### src/design/cfa_tm_pkg.sv
// Shared constants, types and coefficient tables of the tone mapping core.
`default_nettype none

package cfa_tm_pkg;

  localparam int DEF_MAX_WIDTH  = 2048;
  localparam int DEF_PIXEL_BITS = 16;
  localparam int KERNEL_SIZE    = 5;
  localparam int NUM_TAPS       = KERNEL_SIZE * KERNEL_SIZE;
  localparam int CENTER_TAP     = NUM_TAPS / 2;
  localparam int RING_BITS      = 3;
  localparam int MAX_HEIGHT     = 2048;
  localparam int MIN_SIZE       = 5;
  localparam int HEIGHT_BITS    = 12;
  localparam int COL_BITS       = 13;
  localparam int WIDTH_BITS     = 14;
  localparam int SAMPLE_BITS    = 16;
  localparam int WEIGHT_BITS    = 29;
  localparam int CFG_INDEX_BITS = 3;
  localparam int CFG_DATA_BITS  = 32;
  localparam int TONE_BITS      = 8;

  localparam logic [31:0] NORM_SCALE_RESET = 32'd65537;
  localparam logic [11:0] FRAME_SIZE_RESET = 12'd2048;

  typedef enum logic [CFG_INDEX_BITS-1:0] {
    CFG_NORM_SCALE   = 3'd0,
    CFG_K1_OFFSET    = 3'd1,
    CFG_K2_OFFSET    = 3'd2,
    CFG_FRAME_WIDTH  = 3'd3,
    CFG_FRAME_HEIGHT = 3'd4
  } cfg_reg_e;

  typedef enum logic [3:0] {
    S_IDLE,
    S_WRITE,
    S_STEP,
    S_BLUR,
    S_BLUR_WAIT,
    S_SUM,
    S_MUL,
    S_DIV,
    S_DIV_WAIT,
    S_FINISH
  } ctrl_state_t;

  typedef struct packed {
    logic                   capture_pixel;
    logic                   write_f;
    logic [HEIGHT_BITS-1:0] write_row;
    logic [COL_BITS-1:0]    write_col;
    logic                   blur_start;
    logic                   stage_two;
    logic [HEIGHT_BITS-1:0] center_row;
    logic [COL_BITS-1:0]    center_col;
    logic [WIDTH_BITS-1:0]  frame_w;
    logic [HEIGHT_BITS-1:0] frame_h;
    logic                   prep_sum;
    logic                   prep_mul;
    logic                   div_start;
    logic                   write_b;
    logic                   load_out;
    logic                   eof;
  } dp_cmd_t;

  typedef struct packed {
    logic blur_busy;
    logic div_busy;
    logic out_free;
  } dp_status_t;

  typedef logic [WEIGHT_BITS-1:0] weight_tab_t [NUM_TAPS];

  localparam int WIDE_TAPS [KERNEL_SIZE]   = '{11679, 13797, 14584, 13797, 11679};
  localparam int NARROW_TAPS [KERNEL_SIZE] = '{7869, 15328, 19142, 15328, 7869};

  // Two-dimensional weights are the outer product of the one-dimensional taps.
  function automatic weight_tab_t build_weights(input logic narrow);
    weight_tab_t w;
    int t [KERNEL_SIZE];
    for (int i = 0; i < KERNEL_SIZE; i++) begin
      t[i] = narrow ? NARROW_TAPS[i] : WIDE_TAPS[i];
    end
    for (int r = 0; r < KERNEL_SIZE; r++) begin
      for (int c = 0; c < KERNEL_SIZE; c++) begin
        w[r * KERNEL_SIZE + c] = WEIGHT_BITS'(t[r] * t[c]);
      end
    end
    return w;
  endfunction

  localparam weight_tab_t WIDE_WEIGHTS   = build_weights(1'b0);
  localparam weight_tab_t NARROW_WEIGHTS = build_weights(1'b1);

endpackage

`default_nettype wire

### src/design/cfa_tm_ctrl.sv
// Sequencing state machine: frame position, step count and stage scheduling.
`default_nettype none

module cfa_tm_ctrl #(
  parameter int MaxWidth = cfa_tm_pkg::DEF_MAX_WIDTH
) (
  input  logic                   clk,
  input  logic                   rst,
  input  logic                   in_valid,
  input  logic                   in_drain,
  output logic                   in_ready,
  input  logic [11:0]            frame_width,
  input  logic [11:0]            frame_height,
  input  cfa_tm_pkg::dp_status_t status,
  output cfa_tm_pkg::dp_cmd_t    cmd
);
  import cfa_tm_pkg::*;

  localparam int CW = $clog2(MaxWidth);
  localparam int WW = $clog2(MaxWidth + 1);
  localparam int SW = WW + 13;
  localparam int HB = HEIGHT_BITS;

  ctrl_state_t     state, state_next;
  logic            stage_two, stage_two_next;
  logic            do2, do2_next;
  logic            frame_active, frame_active_next;
  logic [WW-1:0]   cur_w, cur_w_next;
  logic [HB-1:0]   cur_h, cur_h_next;
  logic [CW-1:0]   col_count, col_count_next;
  logic [HB-1:0]   row_count, row_count_next;
  logic [SW-1:0]   step, step_next;
  logic [CW-1:0]   c1, c1_next, c2, c2_next;
  logic [HB-1:0]   r1, r1_next, r2, r2_next;

  logic [WW-1:0]   w_clamp;
  logic [HB-1:0]   h_clamp;
  logic [SW-1:0]   lag;
  logic            frame_done;

  always_comb begin
    if (WIDTH_BITS'(frame_width) < WIDTH_BITS'(MIN_SIZE)) begin
      w_clamp = WW'(MIN_SIZE);
    end else if (WIDTH_BITS'(frame_width) > WIDTH_BITS'(MaxWidth)) begin
      w_clamp = WW'(MaxWidth);
    end else begin
      w_clamp = WW'(frame_width);
    end
    if (frame_height < HB'(MIN_SIZE)) begin
      h_clamp = HB'(MIN_SIZE);
    end else if (frame_height > HB'(MAX_HEIGHT)) begin
      h_clamp = HB'(MAX_HEIGHT);
    end else begin
      h_clamp = frame_height;
    end
  end

  assign lag        = SW'({cur_w, 1'b0}) + SW'(2);
  assign frame_done = row_count >= cur_h;

  always_ff @(posedge clk) begin
    if (rst) begin
      state        <= S_IDLE;
      stage_two    <= 1'b0;
      do2          <= 1'b0;
      frame_active <= 1'b0;
      cur_w        <= WW'(MaxWidth);
      cur_h        <= HB'(MAX_HEIGHT);
      col_count    <= '0;
      row_count    <= '0;
      step         <= '0;
      c1           <= '0;
      r1           <= '0;
      c2           <= '0;
      r2           <= '0;
    end else begin
      state        <= state_next;
      stage_two    <= stage_two_next;
      do2          <= do2_next;
      frame_active <= frame_active_next;
      cur_w        <= cur_w_next;
      cur_h        <= cur_h_next;
      col_count    <= col_count_next;
      row_count    <= row_count_next;
      step         <= step_next;
      c1           <= c1_next;
      r1           <= r1_next;
      c2           <= c2_next;
      r2           <= r2_next;
    end
  end

  always_comb begin
    state_next        = state;
    stage_two_next    = stage_two;
    do2_next          = do2;
    frame_active_next = frame_active;
    cur_w_next        = cur_w;
    cur_h_next        = cur_h;
    col_count_next    = col_count;
    row_count_next    = row_count;
    step_next         = step;
    c1_next           = c1;
    r1_next           = r1;
    c2_next           = c2;
    r2_next           = r2;

    cmd            = '0;
    cmd.write_row  = row_count;
    cmd.write_col  = COL_BITS'(col_count);
    cmd.stage_two  = stage_two;
    cmd.center_row = stage_two ? r2 : r1;
    cmd.center_col = stage_two ? COL_BITS'(c2) : COL_BITS'(c1);
    cmd.frame_w    = WIDTH_BITS'(cur_w);
    cmd.frame_h    = cur_h;
    cmd.eof        = (r2 == cur_h - HB'(1)) && (WW'(c2) == cur_w - WW'(1));
    in_ready       = (state == S_IDLE);

    case (state)
      S_IDLE: begin
        if (in_valid) begin
          if (in_drain) begin
            // A drain only counts once every pixel of the frame has arrived.
            if (frame_active && frame_done) begin
              state_next = S_STEP;
            end
          end else begin
            cmd.capture_pixel = 1'b1;
            if (!frame_active || frame_done) begin
              cur_w_next        = w_clamp;
              cur_h_next        = h_clamp;
              col_count_next    = '0;
              row_count_next    = '0;
              step_next         = '0;
              c1_next           = '0;
              r1_next           = '0;
              c2_next           = '0;
              r2_next           = '0;
              frame_active_next = 1'b1;
            end
            state_next = S_WRITE;
          end
        end
      end
      S_WRITE: begin
        cmd.write_f = 1'b1;
        if (WW'(col_count) + WW'(1) >= cur_w) begin
          col_count_next = '0;
          row_count_next = row_count + HB'(1);
        end else begin
          col_count_next = col_count + CW'(1);
        end
        state_next = S_STEP;
      end
      S_STEP: begin
        step_next = step + SW'(1);
        do2_next  = (step >= {lag[SW-2:0], 1'b0}) && (r2 < cur_h);
        if ((step >= lag) && (r1 < cur_h)) begin
          stage_two_next = 1'b0;
          state_next     = S_BLUR;
        end else if ((step >= {lag[SW-2:0], 1'b0}) && (r2 < cur_h)) begin
          stage_two_next = 1'b1;
          state_next     = S_BLUR;
        end else begin
          state_next = S_IDLE;
        end
      end
      S_BLUR: begin
        cmd.blur_start = 1'b1;
        state_next     = S_BLUR_WAIT;
      end
      S_BLUR_WAIT: begin
        if (!status.blur_busy) begin
          state_next = S_SUM;
        end
      end
      S_SUM: begin
        cmd.prep_sum = 1'b1;
        state_next   = S_MUL;
      end
      S_MUL: begin
        cmd.prep_mul = 1'b1;
        state_next   = S_DIV;
      end
      S_DIV: begin
        cmd.div_start = 1'b1;
        state_next    = S_DIV_WAIT;
      end
      S_DIV_WAIT: begin
        if (!status.div_busy) begin
          state_next = S_FINISH;
        end
      end
      S_FINISH: begin
        if (!stage_two) begin
          cmd.write_b = 1'b1;
          if (WW'(c1) + WW'(1) >= cur_w) begin
            c1_next = '0;
            r1_next = r1 + HB'(1);
          end else begin
            c1_next = c1 + CW'(1);
          end
          if (do2) begin
            stage_two_next = 1'b1;
            state_next     = S_BLUR;
          end else begin
            state_next = S_IDLE;
          end
        end else if (status.out_free) begin
          cmd.load_out = 1'b1;
          if (WW'(c2) + WW'(1) >= cur_w) begin
            c2_next = '0;
            r2_next = r2 + HB'(1);
          end else begin
            c2_next = c2 + CW'(1);
          end
          if (cmd.eof) begin
            frame_active_next = 1'b0;
          end
          state_next = S_IDLE;
        end
      end
      default: begin
        state_next = S_IDLE;
      end
    endcase
  end

`ifndef SYNTH
  a_col_in_line: assert property (@(posedge clk) disable iff (rst)
    frame_active |-> (WW'(col_count) < cur_w))
    else $error("input column beyond line width");

  a_stage_order: assert property (@(posedge clk) disable iff (rst)
    frame_active |-> (r2 <= r1))
    else $error("second stage ahead of first stage");

  a_first_behind_input: assert property (@(posedge clk) disable iff (rst)
    frame_active |-> (r1 <= row_count))
    else $error("first stage ahead of input");

  a_frame_closes: assert property (@(posedge clk) disable iff (rst)
    (cmd.load_out && cmd.eof) |=> !frame_active)
    else $error("frame still active after last output");
`endif

endmodule

`default_nettype wire

### config.mk
export PLATFORM = sky130hd
export DESIGN_NAME = cfa_tm_ctrl
export DESIGN_NICKNAME = d
export VERILOG_FILES = /design/src/design/cfa_tm_pkg.sv /design/src/design/cfa_tm_ctrl.sv
export SDC_FILE = /design/constraint.sdc
export NUM_CORES = 1
export LEC_CHECK = 0
export CAP_MARGIN = 20
export CORE_MARGIN = 3
export CORE_UTILIZATION = 29
export DETAILED_ROUTE_END_ITERATION = 6
export DONT_BUFFER_PORTS = 1
export PLACE_DENSITY = 0.41
export SLEW_MARGIN = 10
export SYNTH_ARGS = -nofsm -noshare
export SYNTH_HDL_FRONTEND = slang
export SYNTH_SLANG_ARGS = --single-unit
### constraint.sdc
create_clock -name clk -period 4.1 [get_ports clk]
set_input_delay 0.205 -clock clk [delete_from_list [all_inputs] [get_ports clk]]
set_output_delay 0.205 -clock clk [all_outputs]
set_load 0.01 [all_outputs]
==> summary.md, run 1 <==
| Metric | Value |
|---|---|
| Crit path capture type | `flop` |
| P_sw | `0.00109 W` |
| Post-synth top area share | `25.1%` |
| Area delta synth->final | `15.4%` |
| Ports | `118` |
| Max Clock Skew | `0.0121 ns` |
| CTS root buf | `clkbuf_16` |
| Antenna Cells | `0` |
| Power Density | `317 nW/um^2` |
| Power share of the sequential group | `34.9%` |
| Synthesized area per cell | `8.13 um^2` |
| Startpoint types | `flop` |
| DRC viols | `0` |
| Fin crit share | `92.4%` |
| Row count | `67` |
| First-pass GRT wire length | `54300 um` |
| Tot GR Track Use | `19.3%` |
| Dpl hpwl | `27200 um` |
| Leak | `4.39 nW` |
| GRT Residual Overflow | `0` |
| Setup CP Type | `flop to flop` |
| Max_slew headroom | `38.0%` |
| Mapped Area | `9960 um^2` |
| Core Area | `33700 um^2` |
| Comb pwr share | `17.5%` |
| Die Y | `191 um` |
| Clock power share | `47.6%` |
| Longest Clk Path Bufs | `2` |
| Top post-synthesis cells by area | `dfxtp_1, ha_1, a21oi_1` |
| Worst Max-Slew Pin Slew | `0.928 ns` |
| DRT Pass-1 Iters | `5` |
| Antenna-violating nets left | `0` |
| Vias | `9141` |
| Distinct cells, synth | `81` |
| Initial antenna violation count | `0` |
| Tmin final | `3.79 ns` |
| H-tree levels | `4` |
| Syn Inst Count | `1225` |
| Commonest cells in the synthesized netlist | `dfxtp_1, a21oi_1, ha_1, nand2_1, nor2_1` |
| Clock Sinks | `125` |
| Hold WC Path Type | `input pin to flop` |
| Post-Place Setup Slack | `0.276 ns` |
| Ys flop type | `dfxtp_1` |
| Power Internal | `0.00256 W` |
| Via count of the first global-routing pass | `8800` |
| Reg2reg path depth | `13` |
| Required time worst endpoint | `4.46 ns` |
| Final Util | `34.1%` |
| Reg clk slew, reported paths | `0.06 ns` |
| Count leader, synth | `dfxtp_1` |
| Register bit count reported by yosys | `125` |
| R2R setup slack | `0.31 ns` |
| Seq/Total Area, Yosys | `25.1%` |
| Critical Path AT | `4.14 ns` |
| Crit path max fanout | `10` |
| Peak VDD IR | `244 uV` |
| Routed WL | `35100 um` |
| Synth warn | `0` |
| TNS Setup | `0 ns` |
| Reg2reg end | `r2[10]` |
| Max Slew Vio Count | `0` |
| Post-route setup slack | `0.312 ns` |
| Clk Latency, worst-skew pair | `0.44 ns` |
| Final-layout fill cell count | `3569` |
| Vias per cell | `5.34` |
| Die Area | `36600 um^2` |
| CTS Buf Count | `17` |
| Setup crit end | `r2[10]` |
| Final setup fails | `0` |
| Maxcap violations | `0` |
| Worst R2R Start | `c2[0]` |
| Biggest area consumer among synthesized cells | `dfxtp_1` |
| Hold Path Depth | `3` |
| Synth async-reset ratio | `0%` |
| Die width | `191 um` |
| Max Fclk | `0.264 GHz` |
| WL/cell | `20.5 um` |
| Outcome | `finished clean` |
| Final Hold Violating Endpoints | `0` |
| Crit. Startpoint | `c2[0]` |
| Final GP Congestion | `0.839` |
| Nets | `1380` |
| Largest net degree at the start of global routing | `55` |
| Share of layout cells above drive strength 1 | `11.0%` |
| I/O Buffers | `0` |
| Number of DRC markers in iteration 0 | `516` |
| Post-CTS setup buffers | `0` |
| Switching part of the total | `29.8%` |
| Number of synthesized flops with an enable pin | `0` |
| CTS tree | `yes` |
| Starting Density | `29.6%` |
| RSZ-0062 raised after global routing | `false` |
-- state kept, by name, summed over array words and instances (netlist names) --
name	flops
c1	11
frame_active	1
r1	12
do2	1
stage_two	1
cur_h	12
step	25
col_count	11
state	4
r2	12
cur_w	12
c2	11
row_count	12
-- layout by cell type, fill, tap and decap left out, types with 31 or more instances in the layout --
cell     count
nor3_1      31
nand2_1     89
dfxtp_1    124
inv_1       50
buf_4       48
o21ai_0     54
xor2_1      43
a21oi_1    115
and3_1      34
xnor2_1     45
ha_1        99
nand3_1     54
nor2_1      58
-- critical path, cell delays in order, from the launching register on --
cell,delay [ns]
dfxtp_1,0.41
ha_1,0.27
and3_1,0.25
and3_1,0.26
and3_1,0.26
nand3_1,0.11
xnor2_1,0.17
ha_1,0.32
nand4_1,0.14
o21bai_4,0.34
inv_1,0.13
or3_1,0.47
or4_1,0.42
a21oi_1,0.15
-- how the worst min path moves through the flow --
stage                          start         to  slack (ns)
floorplan           frame_height[11]  cur_h[11]        0.34
global placement                 rst   cur_w[1]        0.28
detailed placement               rst  stage_two        0.28
CTS                   frame_width[2]   cur_w[2]        0.03
global route          frame_width[2]   cur_w[2]        0.06
finish                frame_width[2]   cur_w[2]        0.04
-- power by group through the flow --
stage	clock, W	sequential (W)	combinational, W
global route	0.00183	0.00128	0.000707
floorplan	0	0.00130	0.000422
finish	0.00174	0.00127	0.000636
detailed placement	0	0.00130	0.000607
global placement	0	0.00130	0.000604
CTS	0.00178	0.00127	0.000642
-- layer usage --
layer | global-route usage [%] | part of all wire [%]
met4 | 6.58 | 2.6
met3 | 3.69 | 4.7
met1 | 25.3 | 46
met2 | 31.8 | 47
met5 | 0 | 0
-- logic make-up (layout without fill, tap and decap cells) --
kind of cell    count (synthesis)  after routing  share of synthesized area (%)
simple gates                  456            456                           26.2
compound gates                291            291                           18.1
flops                         125            125                           25.1
buf+inv                       120            153                           5.20
fa+ha+maj                     103            103                           12.9
xor+xnor                       90             90                           8.19
mux                            39             39                           4.21
other cells                     1              6                         0.0376
-- metrics by stage --
stage	hold WS, ns	total power (W)	instance area (um^2)	std cells
CTS	0.0273	0.00369	11500	1711
detailed placement	0.284	0.00191	10600	1657
global route	0.0553	0.00381	11500	1711
floorplan	0.343	0.00172	9980	1230
global placement	0.283	0.00190	10600	1656
finish	0.0438	0.00364	11500	1711
-- what timing repair did --
item / in CTS / in global routing
hold buffers: 22 / 0
hold endpoints to repair: 56 / 0
gates resized for setup: 0 / 1
endpoints found under the setup margin: 0 / 3
-- layout make-up --
type / instances / area, um^2 / area share [%]
inverter: 51 / 191 / 1.66
tap: 448 / 561 / 4.87
clock buffer: 19 / 443 / 3.85
sequential: 125 / 2500 / 21.8
timing repair buffer: 70 / 598 / 5.20
multi-input combinational: 985 / 6990 / 60.8
clock inverter: 13 / 214 / 1.86
Note: power is estimated with default switching activity, not from simulation.
==> inputs of run 2 (changes only) <==
PLACE_DENSITY = 0.47   (was 0.41)
==> summary.md, run 2 (synthesized netlist as in run 1, its figures left out) <==
| Metric | Value |
|---|---|
| Worst Max-Slew Pin Slew | `1.13 ns (+0.203 ns)` |
| Crit. Startpoint | `row_count[0]` |
| Die Y | `191 um (unchanged)` |
| DRC viols | `0 (unchanged)` |
| Crit path max fanout | `23 (+13)` |
| Leak | `4.37 nW (-0.50%)` |
| Longest Clk Path Bufs | `2 (unchanged)` |
| Largest net degree at the start of global routing | `54 (-1.8%)` |
| CTS tree | `yes` |
| Vias | `9143 (+0.022%)` |
| Die Area | `36600 um^2 (unchanged)` |
| TNS Setup | `0 ns (unchanged)` |
| Worst hold margin | `0.0751 ns (+0.0313 ns)` |
| Outcome | `finished clean` |
| Startpoint types | `flop` |
| R2R setup slack | `0.27 ns (-0.04 ns)` |
| RSZ-0062 raised after global routing | `false` |
| Tmin final | `3.83 ns (+0.0384 ns)` |
| Number of DRC markers in iteration 0 | `501 (-2.9%)` |
| Most Used Layer, Global Route | `met2` |
| Required time worst endpoint | `4.46 ns (about the same)` |
| Reg2reg end | `cur_w[9]` |
| Most frequent cells in the layout | `dfxtp_1, a21oi_1, ha_1` |
| Final GP Congestion | `0.849 (+1.2%)` |
| Critical Path AT | `4.19 ns (+0.05 ns)` |
| Crit path capture type | `flop` |
| Ports | `118 (unchanged)` |
| Critical Path Stages | `11 (-2)` |
| Most common cell on crit path | `a21o_1` |
| Maxcap violations | `0 (unchanged)` |
| CP delay by family, top | `compound AO/OA/AOI/OAI gates` |
| Grt met1 use | `23.0% (-2.3 points)` |
| Dpl hpwl | `25500 um (-6.3%)` |
| Critical Path Max Stage Delay | `0.76 ns (+0.29 ns)` |
| Core Area | `33700 um^2 (unchanged)` |
| Max_slew headroom | `24.2% (-14 points)` |
| Max reg flops | `25 (unchanged)` |
| Max Clock Skew | `0.00844 ns (-0.00370 ns)` |
| Worst R2R Start | `row_count[0]` |
| Reg2reg path depth | `11 (-2)` |
| Max Fclk | `0.261 GHz (-1.0%)` |
| Register bank with the most flops | `step` |
| M3 GR Usage | `3.81% (+0.13 points)` |
| Routed WL | `33400 um (-4.8%)` |
| Buf+Inv Stages, Crit Path | `2 (+1)` |
| Die width | `191 um (unchanged)` |
| Hold WC Path Type | `input pin to flop` |
| Clock Sinks | `125 (unchanged)` |
| CTS Buf Count | `17 (unchanged)` |
| Power Density | `319 nW/um^2 (+0.73%)` |
| Vias per cell | `5.37 (+0.43%)` |
| Setup crit end | `cur_w[9]` |
| DRT Pass-1 Iters | `5 (unchanged)` |
| Max Slew Vio Count | `0 (unchanged)` |
| Fin crit share | `93.3% (+0.94 points)` |
| Peak VDD IR | `253 uV (+3.9%)` |
| Post-CTS setup buffers | `0 (unchanged)` |
| Tot GR Track Use | `18.2% (-1.1 points)` |
| Final-layout fill cell count | `3561 (-0.22%)` |
| Antenna-violating nets left | `0 (unchanged)` |
| Final setup fails | `0 (unchanged)` |
| Initial antenna violation count | `0 (unchanged)` |
| GRT Residual Overflow | `0 (unchanged)` |
| Post-route setup slack | `0.274 ns (-0.0384 ns)` |
| WL/cell | `19.6 um (-4.4%)` |
| First-pass GRT wire length | `51600 um (-5.1%)` |
| Starting Density | `29.6% (unchanged)` |
| Worst path cell trace | `inv_1, ha_1, nand2b_1, a21o_1, a21o_1, a21oi_1, o21ai_0, a21o_1, nand3b_1, dlygate4sd3_1, a21oi_1` |
| Via count of the first global-routing pass | `8745 (-0.63%)` |
| Setup CP Type | `flop to flop` |
| GR Util met2 | `30.9% (-0.95 points)` |
| Area delta synth->final | `15.2%` |
| Share of layout cells above drive strength 1 | `10.4% (-0.65 points)` |
| Reg clk slew, reported paths | `0.06 ns (about the same)` |
| H-tree levels | `4 (unchanged)` |
| Clk Latency, worst-skew pair | `0.42 ns (-0.02 ns)` |
| Commonest non-fill, non-tap cell in the layout | `dfxtp_1` |
| Final Hold Violating Endpoints | `0 (unchanged)` |
| Row count | `67 (unchanged)` |
| I/O Buffers | `0 (unchanged)` |
| CTS root buf | `clkbuf_16` |
| Nets | `1373 (-0.51%)` |
| Slowest-stage cell, CP | `o21ai_0` |
| Post-Place Setup Slack | `0.300 ns (+0.0233 ns)` |
-- run 2: cell types whose count changed in the layout (fill, tap and decap cells not counted), moves of 2 or more --
cell           delta
clkbuf_8          +2
clkinv_4          -2
buf_4             -9
clkinvlp_4        -2
dlygate4sd3_1     +2
clkinv_2          +2
-- run 2: per-stage QoR --
| step | total power, W | cells | area [um^2] | util, % |
|---|---|---|---|---|
| 2_1_floorplan | 0.00172 | 1230 | 9980 | - |
| 3_3_place_gp | 0.00189 | 1648 | 10500 | 31.2 |
| 3_5_place_dp | 0.00189 | 1648 | 10500 | 31.2 |
| 4_1_cts | 0.00370 | 1703 | 11500 | 34.0 |
| 5_1_grt | 0.00382 | 1703 | 11500 | 34.0 |
| 6_report | 0.00366 | 1704 | 11500 | 34.1 |
-- run 2: final cells by class --
type	instances	area, um^2	share of cell area, %
inverters	51	191	1.67
multi-input cells	985	6990	60.9
diodes	1	2.50	0.0218
clock inverters	11	213	1.85
well taps	448	561	4.88
clock buffers	20	467	4.07
flip-flops and latches	125	2500	21.8
repair buffers	63	551	4.80
-- run 2: where the power goes --
group	total, W	internal, W	leakage, nW	switching, W
registers	0.00128	0.00124	1.01	0.0000370
clock network	0.00177	0.00118	0.324	0.000583
logic	0.000623	0.000217	3.04	0.000405
-- run 2: layer usage --
| metal | vias up | wire, um |
|---|---|---|
| met5 | - | 0 |
| met4 | 0 | 832 |
| met3 | 32 | 1590 |
| met2 | 200 | 16100 |
| met1 | 4359 | 14800 |
| li1 | 4552 | - |
-- run 2: timing repair --
item	CTS	global route
resized for setup	0	1
hold endpoints to repair	55	0
hold buffers	24	0
endpoints found under the setup margin	0	3
-- run 2: worst min path at each step --
| stage | endpoint | depth (start not counted) | slack (ns) | startpoint |
|---|---|---|---|---|
| global placement | stage_two | 1 | 0.28 | rst |
| global route | cur_w[0] | 3 | 0.09 | frame_width[0] |
| floorplan | cur_h[11] | 2 | 0.34 | frame_height[11] |
| finish | cur_h[2] | 3 | 0.08 | frame_height[2] |
| CTS | cur_w[0] | 3 | 0.06 | frame_width[0] |
| detailed placement | stage_two | 1 | 0.29 | rst |
-- run 2: worst register-to-register path, delay by kind of cell (launching register included) --
| kind | cells | cell delay (ns) |
|---|---|---|
| adder cells (fa/ha/maj) | 1 | 0.28 |
| flip-flops | 1 | 0.49 |
| AND/OR/NAND/NOR | 2 | 0.27 |
| buffers and inverters | 2 | 0.71 |
| AO/OA/AOI/OAI | 6 | 2.00 |
